### src/hw/rtl/cbpg_pkg.sv
// Colour-bar generator package: item types, register indexes, band colours.
// Used by cbpg_dims, cbpg_eval and color_bar_pattern_generator.
package cbpg_pkg;

    localparam int COORD_W  = 12;
    localparam int CFG_W    = 13;
    localparam int CFG_IDX_W = 1;
    localparam int SAMPLE_W = 8;

    localparam logic [CFG_IDX_W-1:0] REG_FRAME_WIDTH  = 1'b0;
    localparam logic [CFG_IDX_W-1:0] REG_FRAME_HEIGHT = 1'b1;

    localparam logic [CFG_W-1:0] WIDTH_RESET  = 13'd720;
    localparam logic [CFG_W-1:0] HEIGHT_RESET = 13'd480;

    // settle count loaded at reset and on every register write; busy stays high until it runs out
    localparam int SETTLE_CYCLES = 5;
    localparam int SETTLE_W      = $clog2(SETTLE_CYCLES + 1);

    localparam logic [SAMPLE_W-1:0] Y_BLACK   = 8'd16;
    localparam logic [SAMPLE_W-1:0] Y_WHITE   = 8'd235;
    localparam logic [SAMPLE_W-1:0] Y_ZERO    = 8'd0;
    localparam logic [SAMPLE_W-1:0] Y_PLUGE_LO = 8'd8;
    localparam logic [SAMPLE_W-1:0] Y_PLUGE_HI = 8'd24;
    localparam logic [SAMPLE_W-1:0] C_NEUTRAL = 8'd128;
    localparam logic [SAMPLE_W-1:0] C_LOW     = 8'd16;
    localparam logic [SAMPLE_W-1:0] C_HIGH    = 8'd240;

    typedef logic [2:0] t_bar_idx;

    typedef struct packed {
        logic [COORD_W-1:0] column;
        logic [COORD_W-1:0] row;
    } t_cbpg_in;

    typedef struct packed {
        logic [SAMPLE_W-1:0] luma;
        logic [SAMPLE_W-1:0] blue_diff;
        logic [SAMPLE_W-1:0] red_diff;
    } t_cbpg_out;

    function automatic t_cbpg_out pix(input int y, input int cb, input int cr);
        t_cbpg_out v;
        v.luma      = SAMPLE_W'(y);
        v.blue_diff = SAMPLE_W'(cb);
        v.red_diff  = SAMPLE_W'(cr);
        return v;
    endfunction

    // 75% bars led by 100% white
    function automatic t_cbpg_out top_bar(input t_bar_idx idx);
        t_cbpg_out v;
        case (idx)
            3'd0: v = pix(235, 128, 128);
            3'd1: v = pix(161, 44, 142);
            3'd2: v = pix(131, 156, 44);
            3'd3: v = pix(112, 72, 58);
            3'd4: v = pix(84, 184, 198);
            3'd5: v = pix(65, 100, 212);
            default: v = pix(35, 212, 114);
        endcase
        return v;
    endfunction

    // reversed bars with black in between
    function automatic t_cbpg_out mid_bar(input t_bar_idx idx);
        t_cbpg_out v;
        case (idx)
            3'd0: v = pix(35, 212, 114);
            3'd2: v = pix(84, 184, 198);
            3'd4: v = pix(131, 156, 44);
            3'd6: v = pix(180, 128, 128);
            default: v = pix(16, 128, 128);
        endcase
        return v;
    endfunction

endpackage

### src/hw/rtl/color_bar_pattern_generator.sv
// Colour-bar test pattern generator: one Y'CbCr pixel per accepted position.
// Pixel rate is one item per clock while busy is low; the result strobe is
// registered via r_vld and r_strobe after the edge at which start is taken.
// busy is high after reset and after every register write while the stripe
// and band limits are rederived in the frame-size pipeline; otherwise it stays
// low. The strobe is high for one cycle and the receiver cannot stall it.
// Depends on cbpg_pkg, cbpg_dims and cbpg_eval.
module color_bar_pattern_generator #(
    parameter int MAX_DIM = 4096
) (
    input  logic                           i_clk,
    input  logic                           i_rst_n,
    input  logic                           start,
    output logic                           busy,
    input  cbpg_pkg::t_cbpg_in             i_item,
    output logic                           o_strobe,
    output cbpg_pkg::t_cbpg_out            o_result,
    input  logic                           i_cfg_we,
    input  logic [cbpg_pkg::CFG_IDX_W-1:0] i_cfg_idx,
    input  logic [cbpg_pkg::CFG_W-1:0]     i_cfg_data
);
    import cbpg_pkg::*;

    localparam int DIM_W = $clog2(MAX_DIM + 1);

    logic [SETTLE_W-1:0]   r_settle, n_settle;
    logic                  accept;
    logic [5:0][DIM_W:0]   bound;
    logic [DIM_W:0]        p1, p2, p3, t1, t2;
    logic [DIM_W-1:0]      h23, h34;

    assign busy   = (r_settle != '0);
    assign accept = start && !busy;

    always_comb begin
        if (i_cfg_we) begin
            n_settle = SETTLE_W'(SETTLE_CYCLES);
        end else if (r_settle != '0) begin
            n_settle = r_settle - SETTLE_W'(1);
        end else begin
            n_settle = r_settle;
        end
    end

    always_ff @(posedge i_clk) begin
        if (!i_rst_n) begin
            r_settle <= SETTLE_W'(SETTLE_CYCLES);
        end else begin
            r_settle <= n_settle;
        end
    end

    cbpg_dims #(
        .MAX_DIM (MAX_DIM),
        .DIM_W   (DIM_W)
    ) u_dims (
        .i_clk      (i_clk),
        .i_rst_n    (i_rst_n),
        .i_cfg_we   (i_cfg_we),
        .i_cfg_idx  (i_cfg_idx),
        .i_cfg_data (i_cfg_data),
        .o_bound    (bound),
        .o_p1       (p1),
        .o_p2       (p2),
        .o_p3       (p3),
        .o_t1       (t1),
        .o_t2       (t2),
        .o_h23      (h23),
        .o_h34      (h34)
    );

    cbpg_eval #(
        .DIM_W (DIM_W)
    ) u_eval (
        .i_clk    (i_clk),
        .i_rst_n  (i_rst_n),
        .i_accept (accept),
        .i_item   (i_item),
        .i_bound  (bound),
        .i_p1     (p1),
        .i_p2     (p2),
        .i_p3     (p3),
        .i_t1     (t1),
        .i_t2     (t2),
        .i_h23    (h23),
        .i_h34    (h34),
        .o_strobe (o_strobe),
        .o_result (o_result)
    );

    a_cfg_busy: assert property (@(posedge i_clk) disable iff (!i_rst_n)
        i_cfg_we |=> busy)
        else $error("busy not raised after register write");

    a_item_latency: assert property (@(posedge i_clk) disable iff (!i_rst_n)
        accept |=> ##1 o_strobe)
        else $error("item result missing two cycles after accept");

    a_pluge_neutral: assert property (@(posedge i_clk) disable iff (!i_rst_n)
        (o_strobe && o_result.luma == Y_PLUGE_LO) |->
            (o_result.blue_diff == C_NEUTRAL && o_result.red_diff == C_NEUTRAL))
        else $error("PLUGE sample carries chroma");

endmodule

### src/hw/rtl/cbpg_dims.sv
// Frame-size registers and the pipeline that derives stripe and band limits.
// Depends on cbpg_pkg.
module cbpg_dims #(
    parameter int MAX_DIM = 4096,
    parameter int DIM_W   = 13
) (
    input  logic                           i_clk,
    input  logic                           i_rst_n,
    input  logic                           i_cfg_we,
    input  logic [cbpg_pkg::CFG_IDX_W-1:0] i_cfg_idx,
    input  logic [cbpg_pkg::CFG_W-1:0]     i_cfg_data,
    output logic [5:0][DIM_W:0]            o_bound,
    output logic [DIM_W:0]                 o_p1,
    output logic [DIM_W:0]                 o_p2,
    output logic [DIM_W:0]                 o_p3,
    output logic [DIM_W:0]                 o_t1,
    output logic [DIM_W:0]                 o_t2,
    output logic [DIM_W-1:0]               o_h23,
    output logic [DIM_W-1:0]               o_h34
);
    import cbpg_pkg::*;

    localparam int BW  = DIM_W + 1;
    localparam int XW  = DIM_W + 1;
    localparam int LW  = (DIM_W > CFG_W) ? DIM_W : CFG_W;
    localparam int M7  = (2 ** XW) / 7;
    localparam int M3H = (2 ** XW) / 3;
    localparam int M3S = (2 ** DIM_W) / 3;

    logic [CFG_W-1:0] r_width, r_height;

    // stage 1: clamp
    logic [LW-1:0]    wl, hl;
    logic [DIM_W-1:0] n_wc, n_hc, r_wc, r_hc;
    // stage 2: reciprocal estimates
    logic [XW-1:0]    sx, hx;
    logic [2*XW-1:0]  prod_s, prod_h;
    logic [DIM_W+1:0] h3;
    logic [XW-1:0]    r_sx, r_sq, r_hx, r_hq;
    logic [DIM_W-1:0] r_h34;
    // stage 3: corrections
    logic [XW-1:0]    rem_s, rem_h;
    logic [DIM_W-1:0] r_s, r_h23;
    // stage 4: multiples of the stripe width
    logic [2*DIM_W-1:0] prod_s3;
    logic [DIM_W+2:0]   s5;
    logic [DIM_W-1:0]   r_s3q, r_s4;
    logic [5:0][BW-1:0] r_bound;
    logic [BW-1:0]      r_p1;
    // stage 5
    logic [DIM_W-1:0] rem_s3;
    logic [DIM_W-1:0] r_s3;
    logic [BW-1:0]    r_p2, r_p3;
    // stage 6
    logic [BW-1:0]    r_t1, r_t2;

    always_ff @(posedge i_clk) begin
        if (!i_rst_n) begin
            r_width  <= WIDTH_RESET;
            r_height <= HEIGHT_RESET;
        end else if (i_cfg_we) begin
            case (i_cfg_idx)
                REG_FRAME_WIDTH:  r_width  <= i_cfg_data;
                REG_FRAME_HEIGHT: r_height <= i_cfg_data;
                default: ;
            endcase
        end
    end

    always_comb begin
        wl = LW'(r_width);
        hl = LW'(r_height);
        if (wl > LW'(MAX_DIM)) begin
            n_wc = DIM_W'(MAX_DIM);
        end else if (wl == '0) begin
            n_wc = DIM_W'(1);
        end else begin
            n_wc = DIM_W'(wl);
        end
        if (hl > LW'(MAX_DIM)) begin
            n_hc = DIM_W'(MAX_DIM);
        end else begin
            n_hc = DIM_W'(hl);
        end
    end

    assign sx     = XW'(r_wc) + XW'(6);
    assign hx     = {r_hc, 1'b0};
    assign prod_s = (2*XW)'(sx) * (2*XW)'(M7);
    assign prod_h = (2*XW)'(hx) * (2*XW)'(M3H);
    assign h3     = (DIM_W+2)'(r_hc) + (DIM_W+2)'({r_hc, 1'b0});

    assign rem_s = r_sx - XW'(r_sq * 7);
    assign rem_h = r_hx - XW'(r_hq * 3);

    assign prod_s3 = (2*DIM_W)'(r_s) * (2*DIM_W)'(M3S);
    assign s5      = (DIM_W+3)'(r_s) + (DIM_W+3)'({r_s, 2'b00});

    assign rem_s3 = r_s4 - DIM_W'(r_s3q * 3);

    always_ff @(posedge i_clk) begin
        r_wc  <= n_wc;
        r_hc  <= n_hc;

        r_sx  <= sx;
        r_sq  <= prod_s[2*XW-1:XW];
        r_hx  <= hx;
        r_hq  <= prod_h[2*XW-1:XW];
        r_h34 <= h3[DIM_W+1:2];

        r_s   <= DIM_W'(r_sq + XW'(rem_s >= XW'(7)));
        r_h23 <= DIM_W'(r_hq + XW'(rem_h >= XW'(3)));

        r_s3q <= prod_s3[2*DIM_W-1:DIM_W];
        r_s4  <= r_s;
        for (int k = 0; k < 6; k++) begin
            r_bound[k] <= BW'(r_s * (k + 1));
        end
        r_p1  <= s5[DIM_W+2:2];

        r_s3  <= r_s3q + DIM_W'(rem_s3 >= DIM_W'(3));
        r_p2  <= {r_p1[BW-2:0], 1'b0};
        r_p3  <= r_p1 + {r_p1[BW-2:0], 1'b0};

        r_t1  <= r_bound[4] + BW'(r_s3);
        r_t2  <= r_bound[4] + BW'({r_s3, 1'b0});
    end

    assign o_bound = r_bound;
    assign o_p1    = r_p1;
    assign o_p2    = r_p2;
    assign o_p3    = r_p3;
    assign o_t1    = r_t1;
    assign o_t2    = r_t2;
    assign o_h23   = r_h23;
    assign o_h34   = r_h34;

endmodule

### src/hw/rtl/cbpg_eval.sv
// Per-pixel evaluation: input register, band and stripe decode, result register.
// Depends on cbpg_pkg.
module cbpg_eval #(
    parameter int DIM_W = 13
) (
    input  logic                 i_clk,
    input  logic                 i_rst_n,
    input  logic                 i_accept,
    input  cbpg_pkg::t_cbpg_in   i_item,
    input  logic [5:0][DIM_W:0]  i_bound,
    input  logic [DIM_W:0]       i_p1,
    input  logic [DIM_W:0]       i_p2,
    input  logic [DIM_W:0]       i_p3,
    input  logic [DIM_W:0]       i_t1,
    input  logic [DIM_W:0]       i_t2,
    input  logic [DIM_W-1:0]     i_h23,
    input  logic [DIM_W-1:0]     i_h34,
    output logic                 o_strobe,
    output cbpg_pkg::t_cbpg_out  o_result
);
    import cbpg_pkg::*;

    localparam int BW    = DIM_W + 1;
    localparam int CMP_W = (BW > COORD_W) ? BW : COORD_W;

    logic      r_vld, r_strobe;
    t_cbpg_in  r_item;
    t_cbpg_out n_result, r_result;
    logic [CMP_W-1:0] col_x, row_x;
    t_bar_idx  idx;

    assign col_x = CMP_W'(r_item.column);
    assign row_x = CMP_W'(r_item.row);

    always_comb begin
        idx = '0;
        for (int k = 0; k < 6; k++) begin
            if (col_x >= CMP_W'(i_bound[k])) begin
                idx = idx + t_bar_idx'(1);
            end
        end

        n_result = pix(16, 128, 128);
        if (row_x < CMP_W'(i_h23)) begin
            n_result = top_bar(idx);
        end else if (row_x < CMP_W'(i_h34)) begin
            n_result = mid_bar(idx);
        end else if (col_x < CMP_W'(i_p1)) begin
            n_result.luma      = Y_ZERO;
            n_result.blue_diff = C_LOW;
        end else if (col_x < CMP_W'(i_p2)) begin
            n_result.luma = Y_WHITE;
        end else if (col_x < CMP_W'(i_p3)) begin
            n_result.luma     = Y_ZERO;
            n_result.red_diff = C_HIGH;
        end else if (col_x < CMP_W'(i_bound[4])) begin
            n_result.luma = Y_BLACK;
        end else if (col_x < CMP_W'(i_t1)) begin
            n_result.luma = Y_PLUGE_LO;
        end else if (col_x < CMP_W'(i_t2)) begin
            n_result.luma = Y_BLACK;
        end else if (col_x < CMP_W'(i_bound[5])) begin
            n_result.luma = Y_PLUGE_HI;
        end
    end

    always_ff @(posedge i_clk) begin
        if (!i_rst_n) begin
            r_vld    <= 1'b0;
            r_strobe <= 1'b0;
        end else begin
            r_vld    <= i_accept;
            r_strobe <= r_vld;
        end
    end

    always_ff @(posedge i_clk) begin
        if (i_accept) begin
            r_item <= i_item;
        end
        r_result <= n_result;
    end

    assign o_strobe = r_strobe;
    assign o_result = r_result;

endmodule

### config.mk
export PLATFORM = sky130hd
export DESIGN_NAME = color_bar_pattern_generator
export DESIGN_NICKNAME = d
export VERILOG_FILES = /design/src/hw/rtl/cbpg_pkg.sv /design/src/hw/rtl/color_bar_pattern_generator.sv /design/src/hw/rtl/cbpg_dims.sv /design/src/hw/rtl/cbpg_eval.sv
export SDC_FILE = /design/constraint.sdc
export NUM_CORES = 1
export LEC_CHECK = 0
export BUFFER_PORTS_ARGS = -buffer_cell sky130_fd_sc_hd__buf_2
export CORE_ASPECT_RATIO = 1.2
export CORE_MARGIN = 3
export CORE_UTILIZATION = 50
export DETAILED_ROUTE_END_ITERATION = 7
export GPL_ROUTABILITY_DRIVEN = 1
export PLACE_DENSITY_LB_ADDON = 0.2
export SYNTH_ARGS = -nofsm -noshare
export SYNTH_HDL_FRONTEND = slang
export SYNTH_SLANG_ARGS = --single-unit
### constraint.sdc
create_clock -name i_clk -period 5.1 [get_ports i_clk]
set_input_delay 0.51 -clock i_clk [delete_from_list [all_inputs] [get_ports i_clk]]
set_output_delay 0.51 -clock i_clk [all_outputs]
set_load 0.02 [all_outputs]
# Word level (Yosys, flattened, before mapping)
# Index checks and enable logic that the tools add are counted.
[word_totals]
regBits = 356
n_memories = 0
input_bits = 42
word_cells = 118
mem_bits_rw = 0
latchBits = 0
romBits = 0
[op_classes]
n_div = 0
mul = 9
add_sub_neg = 18
n_eq_ne = 6
magnitude_cmp = 20
shifts = 0
reduce_logical = 9
bitwise_logic = 2
mux = 22
[ops]
columns = ["cell", "count"]
rows = [
  ["24-bit case mux with 6 select lines", 1],
  ["12-bit by 14-bit less-than comparator with 1-bit output", 7],
  ["24-bit case mux with 4 select lines", 1],
  ["8-bit two-way mux", 9],
  ["12-bit by 14-bit >= comparator with 1-bit output", 5],
  ["24-bit two-way mux", 2],
  ["14-bit adder", 2],
  ["13-bit by 2-bit multiplier with 14-bit output (second input constant)", 2],
  ["14-bit subtractor", 2],
  ["12-bit by 1-bit adder with 13-bit output", 2],
  ["13-bit > comparator (second input constant)", 2],
  ["12-bit by 13-bit less-than comparator with 1-bit output", 2],
  ["13-bit by 13-bit multiplier with 26-bit output (second input constant)", 1],
  ["13-bit by 11-bit multiplier with 24-bit output (second input constant)", 1],
  ["14-bit by 10-bit multiplier with 24-bit output (second input constant)", 1],
  ["13-bit by 15-bit adder with 16-bit output", 1],
  ["13-bit by 14-bit adder with 15-bit output", 1],
  ["3-bit two-way mux", 5],
  ["13-bit by 3-bit adder with 14-bit output (second input constant)", 1],
  ["14-bit by 13-bit adder with 14-bit output", 1],
  ["14-bit by 2-bit >= comparator with 1-bit output (second input constant)", 1],
  ["14-bit by 3-bit >= comparator with 1-bit output (second input constant)", 1],
  ["12-bit by 3-bit multiplier with 14-bit output (second input constant)", 1],
  ["13-bit by 3-bit multiplier with 14-bit output (second input constant)", 1],
  ["24 further kinds", 33],
]

# Longest topological paths before layout
[logic_depth]
depth_word = 16
depth_mapped = 30
depth_no_buf = 29

# Cells and area by module
# Synthesis repeated with hierarchy kept, for this count alone.
[unflattened]
hier_cells = 2779
hier_area_um2 = 26208.9
[modules_own_cells]
columns = ["module", "seq_area_each_um2", "cells_each", "area_per_inst_um2", "n_inst"]
rows = [
  ["cbpg_dims", 5445.2, 2080, 20201.9, 1],
  ["cbpg_eval", 1181.1, 680, 5840.6, 1],
  ["color_bar_pattern_generator", 60.1, 19, 166.4, 1],
]

# Worst setup path before layout
# OpenSTA, ideal clock, no wires.
[synth_path]
path_type = "register to register"
from = "register, netlist name u_dims.r_s4[1]"
to = "register u_eval.r_result, in the netlist u_eval.o_result[4]"
path_stages_with_launch = 29
t_required_ps = 4980
synth_period_minus_slack_ps = 5241
path_buffers = 1
arrival_time_ps = 5121
setup_slack_ps = -141
cell_sequence = "dfxtp_1 -> inv_1 -> ha_1 -> a21oi_1 -> o21bai_1 -> a21o_1 -> a21oi_1 -> o21ai_0 -> o21a_1 -> o21ai_0 -> a21boi_0 -> o21ba_2 -> ha_1 -> nor2_1 -> a32oi_1 -> o211ai_2 -> ha_1 -> mux2i_1 -> inv_1 -> ha_1 -> and2_1 -> o21bai_1 -> ha_1 -> mux2i_1 -> o21ai_1 -> buf_2 -> nand3_1 -> o221ai_2 -> or2_1"
[synth_rtl]
columns = ["element", "line", "source"]
rows = [
  ["end signal, assigned", "cbpg_eval.sv:81", "r_result <= n_result;"],
  ["end, declared", "cbpg_eval.sv:28", "t_cbpg_out n_result, r_result;"],
]

==> metrics list <==
- Of the total synthesized cell area, the portion taken by full adders, half adders and majority gates is 36.9%.
- Synthesis Warnings: 0
- Highest ir drop seen on vdd: 0.000531 V
* Number of iterations in the first detailed-routing pass: 5
- Counting along the longest clock path gives a buffer depth of 3.
* Number of antenna violations at the first check in global routing: 2
* Most frequent cells in the layout: 477 x inv_1, 477 x ha_1, 294 x dfxtp_1, 150 x fa_1, 135 x xnor2_1
* Sequential cell area fraction in the yosys report: 26.7%
- The run finished, with violations left.
- For this run, the number of standard cells in the final layout without fillers is 3,487.
- Actual slew at the worst max-slew pin: 919 ps
- After detailed routing, the met2 layer carries 29,200 um of wire.
- Summed over all cells, the static leakage comes to 14.5 nW.
- Number of enable-type register cells in the synthesized netlist: 24
- Number of buffers inserted for hold repair after clock tree synthesis: 0
* Vias after detailed routing: 18,300
* Violations in the final reports: negative setup slack
- Area leader, netlist: ha_1
- The clock net in this run drives a total of 322 sinks.
- The cell sitting at the root of the clock tree is a clkbuf_16.
- Number of pins exceeding their max-slew limit in the final report: 0
- Final setup viols: 8
* Die height: 251 um
* Met3 Routed Length: 1710 um
- Measured against its own limit, the worst slew margin works out to 38.5%.
- Routed metal-1 wire length: 22,800 um
- Setup crit start kind: flip-flop
* Min setup slack post-route: -91.9 ps
- Unrepaired setup endpoints after global routing: true
- Standard cell with the maximum stage delay on the critical path: edfxtp_1
- The later pin in the worst-skew pair is clocked with a latency of 560 ps.
- After layout, the minimum clock period comes to 5190 ps.
* Global Route Usage Sum: 22.0%
- Via count of the first global-routing pass: 19,200
- The synthesized netlist occupies a cell area of 25,000 um^2.
- The tool flagged a number of max-cap violations equal to 0.
* Gr ovfl total: 0
* Type of the most critical hold path: input port to flip-flop
- Total number of nets in the final design: 3,513
* Gate count after technology mapping: 2,619
* First-pass GRT wire length: 93,700 um
- WP data arrival: 5650 ps
- Critical path data required time: 5550 ps
- TritonCTS built the clock tree.
- After legalization and detailed placement, the total HPWL measured 48,100 um.
- The H-tree was split into 2 levels.
- Area Growth Syn to Fin: 14.8%
* Number of filler instances in the final layout: 4,273
* Share of post-route cells with drive strength above 1: 12.5%
- Synth Area in Simple Gates: 9.81%
* Area of the core: 49,300 um^2
- The critical path is of the flip-flop to flip-flop type.
* CP endpoint kind: flip-flop
- In this run the core area contains 89 standard-cell rows.
* Num ports: 68
- Before CTS, the worst setup slack after placement is -107 ps.
* CP max FO: 6
- For this run, asynchronously set or reset flops after synthesis account for 0%.
- In this run the horizontal extent of the chip is 210 um.
- Counting distinct cell types in the post-synthesis netlist gives 81.
* #FFs+latches synth: 322
- On the worst path, the slowest cell contributes a delay of 470 ps.
- Top layer in use: met5
* Final Skew: 38.6 ps
- Once detail routing completed, the nets flagged for antenna violations numbered 0.
- The share of synthesized area in the top cell type comes to 24.7%.
- Area share of xor/xnor cells in the synthesized design: 6.56%
- Initial Utilization: 50.8%
* Most instantiated flip-flop cell in the synthesis netlist: dfxtp_1
- Residual DRC count: 0
* Areal power density over the cells: 733 nW/um^2
- Endpoints failing hold: 0
* Routed wire length per instance: 16.6 um
- Post-synthesis area per instance: 9.56 um^2
- The number of placed instances, taps included, is 3,405.
* Die Outline Area: 52,800 um^2
* Number of port buffers: 64
- Static timing analysis puts the maximum clock frequency at 193 MHz.
- Vias per std cell: 5.23
- Num CTS Buffers: 36
- Complex-gate fraction of the synthesized area: 12.1%
- Largest net degree at the start of global routing: 30
* Portion of netlist area occupied by mux cells: 0.330%
- WL final: 57,800 um
- At the end of routability-driven placement, the weighted congestion stood at 0.895.
- Worst hold slack: 121 ps
- Clock-pin slew on the worst setup and hold paths: 60 ps
- Largest family of logic cells by synthesized area: adder cells
* Top post-synthesis cells by area: ha_1 25%, dfxtp_1 24%, fa_1 12%
* First-iteration detailed-routing DRC count: 459
* Crit share post-route: 102%
- Total power for the finished layout comes to 21.1 mW.
==> per-stage QoR <==
step	util, %	setup TNS [ps]	cell area (um^2)
after detailed placement	54.4	-767	26900
after global routing	58.2	-3730	28700
after floorplan	-	0	25100
final	58.2	-285	28700
after CTS	57.2	-198	28200
after global placement	54.4	-32.5	26900
==> final cells by class <==
class                           instances  area (um^2)  share of cell area [%]
Multi-Input combinational cell       1798        17000                    59.0
Tap cell                              637          797                    2.77
Clock buffer                           52         1110                    3.88
Timing Repair Buffer                  183         1250                    4.37
Antenna cell                            1         2.50                 0.00871
Sequential cell                       322         6690                    23.3
Clock inverter                         11          106                   0.370
Inverter                              483         1810                    6.31
==> worst max-delay path, delay by kind of cell (launching register included) <==
kind	cells	cell delay [ps]
AND/OR/NAND/NOR	7	750
buffers and inverters	3	470
AO/OA/AOI/OAI	12	1810
adder cells (fa/ha/maj)	4	1010
XOR/XNOR	2	580
flip-flops	1	470
==> logic make-up (layout without fill, tap and decap cells) <==
kind of cell               Yosys count  after routing
buffers and inverters              501            729
xor gates and xnor gates           182            182
DFF                                322            322
other                                1              4
and+or+nand+nor                    503            503
AOI/OAI and AO/OA                  455            455
adders and majority gates          647            647
muxes                                8              8
==> final timing paths <==
check             slack, ps                      start  depth (start not counted)                         end
hold reg to reg         380    u_dims.o_p1[12]$_DFF_P_                          0     u_dims.o_p2[13]$_DFF_P_
hold / removal          120                 i_item[22]                          1  u_eval.col_x[10]$_DFFE_PP_
setup / recovery        -90  u_eval.col_x[2]$_DFFE_PP_                         28  u_eval.o_result[4]$_DFF_P_
setup reg to reg        -90  u_eval.col_x[2]$_DFFE_PP_                         28  u_eval.o_result[4]$_DFF_P_
==> per-layer routing <==
metal | vias to the layer above | track usage (%)
met5 | - | 0
met4 | 2 | 13.5
li1 | 9129 | -
met3 | 167 | 3.13
met1 | 8656 | 24.4
met2 | 299 | 39.9
==> cell usage after synthesis, types with 4 or more instances <==
library cell,number
a31oi_1,8
o21a_1,35
o21ai_1,9
o22ai_1,4
a21oi_1,116
or4_1,4
nand2b_1,34
a31o_2,11
and2_1,7
inv_1,480
nor3_1,33
o31ai_1,5
o21ai_0,88
a211o_1,5
mux2i_1,6
nor4_1,6
o21bai_1,22
xor2_1,40
o211ai_1,7
nand4_1,24
o2111ai_1,9
or2_2,6
nor2_1,123
a21o_1,47
a221oi_1,5
or3_1,7
edfxtp_1,24
and4_1,5
xnor2_1,138
a211oi_1,14
dfxtp_1,298
and3_1,16
a21boi_0,30
nor2b_1,52
o41ai_1,8
clkbuf_1,12
nand3_1,37
ha_1,494
fa_1,153
nand2_1,136
==> flip-flops by register name (all words and copies together), names as in the netlist, 14 cells and up <==
signal,cells
u_dims.o_p3,14
u_dims.r_sx,14
u_dims.o_t1,14
u_dims.o_bound,25
u_dims.o_t2,14
u_eval.o_result,21
==> where the power goes <==
part           switching [mW]  total [mW]  internal, mW  leakage [nW]
clock network            1.04        2.62          1.58         0.601
registers               0.490        3.85          3.36          2.69
logic                    7.87        14.6          6.72          11.2
==> repair_timing <==
| action | 4_1_cts | 5_1_grt |
|---|---|---|
| gates cloned | 1 | 0 |
| setup buffers | 7 | 11 |
| gates resized for setup | 17 | 91 |
| pin swaps | 17 | 39 |
| setup endpoints to repair | 17 | 32 |
Note: power is estimated with default switching activity, not from simulation.
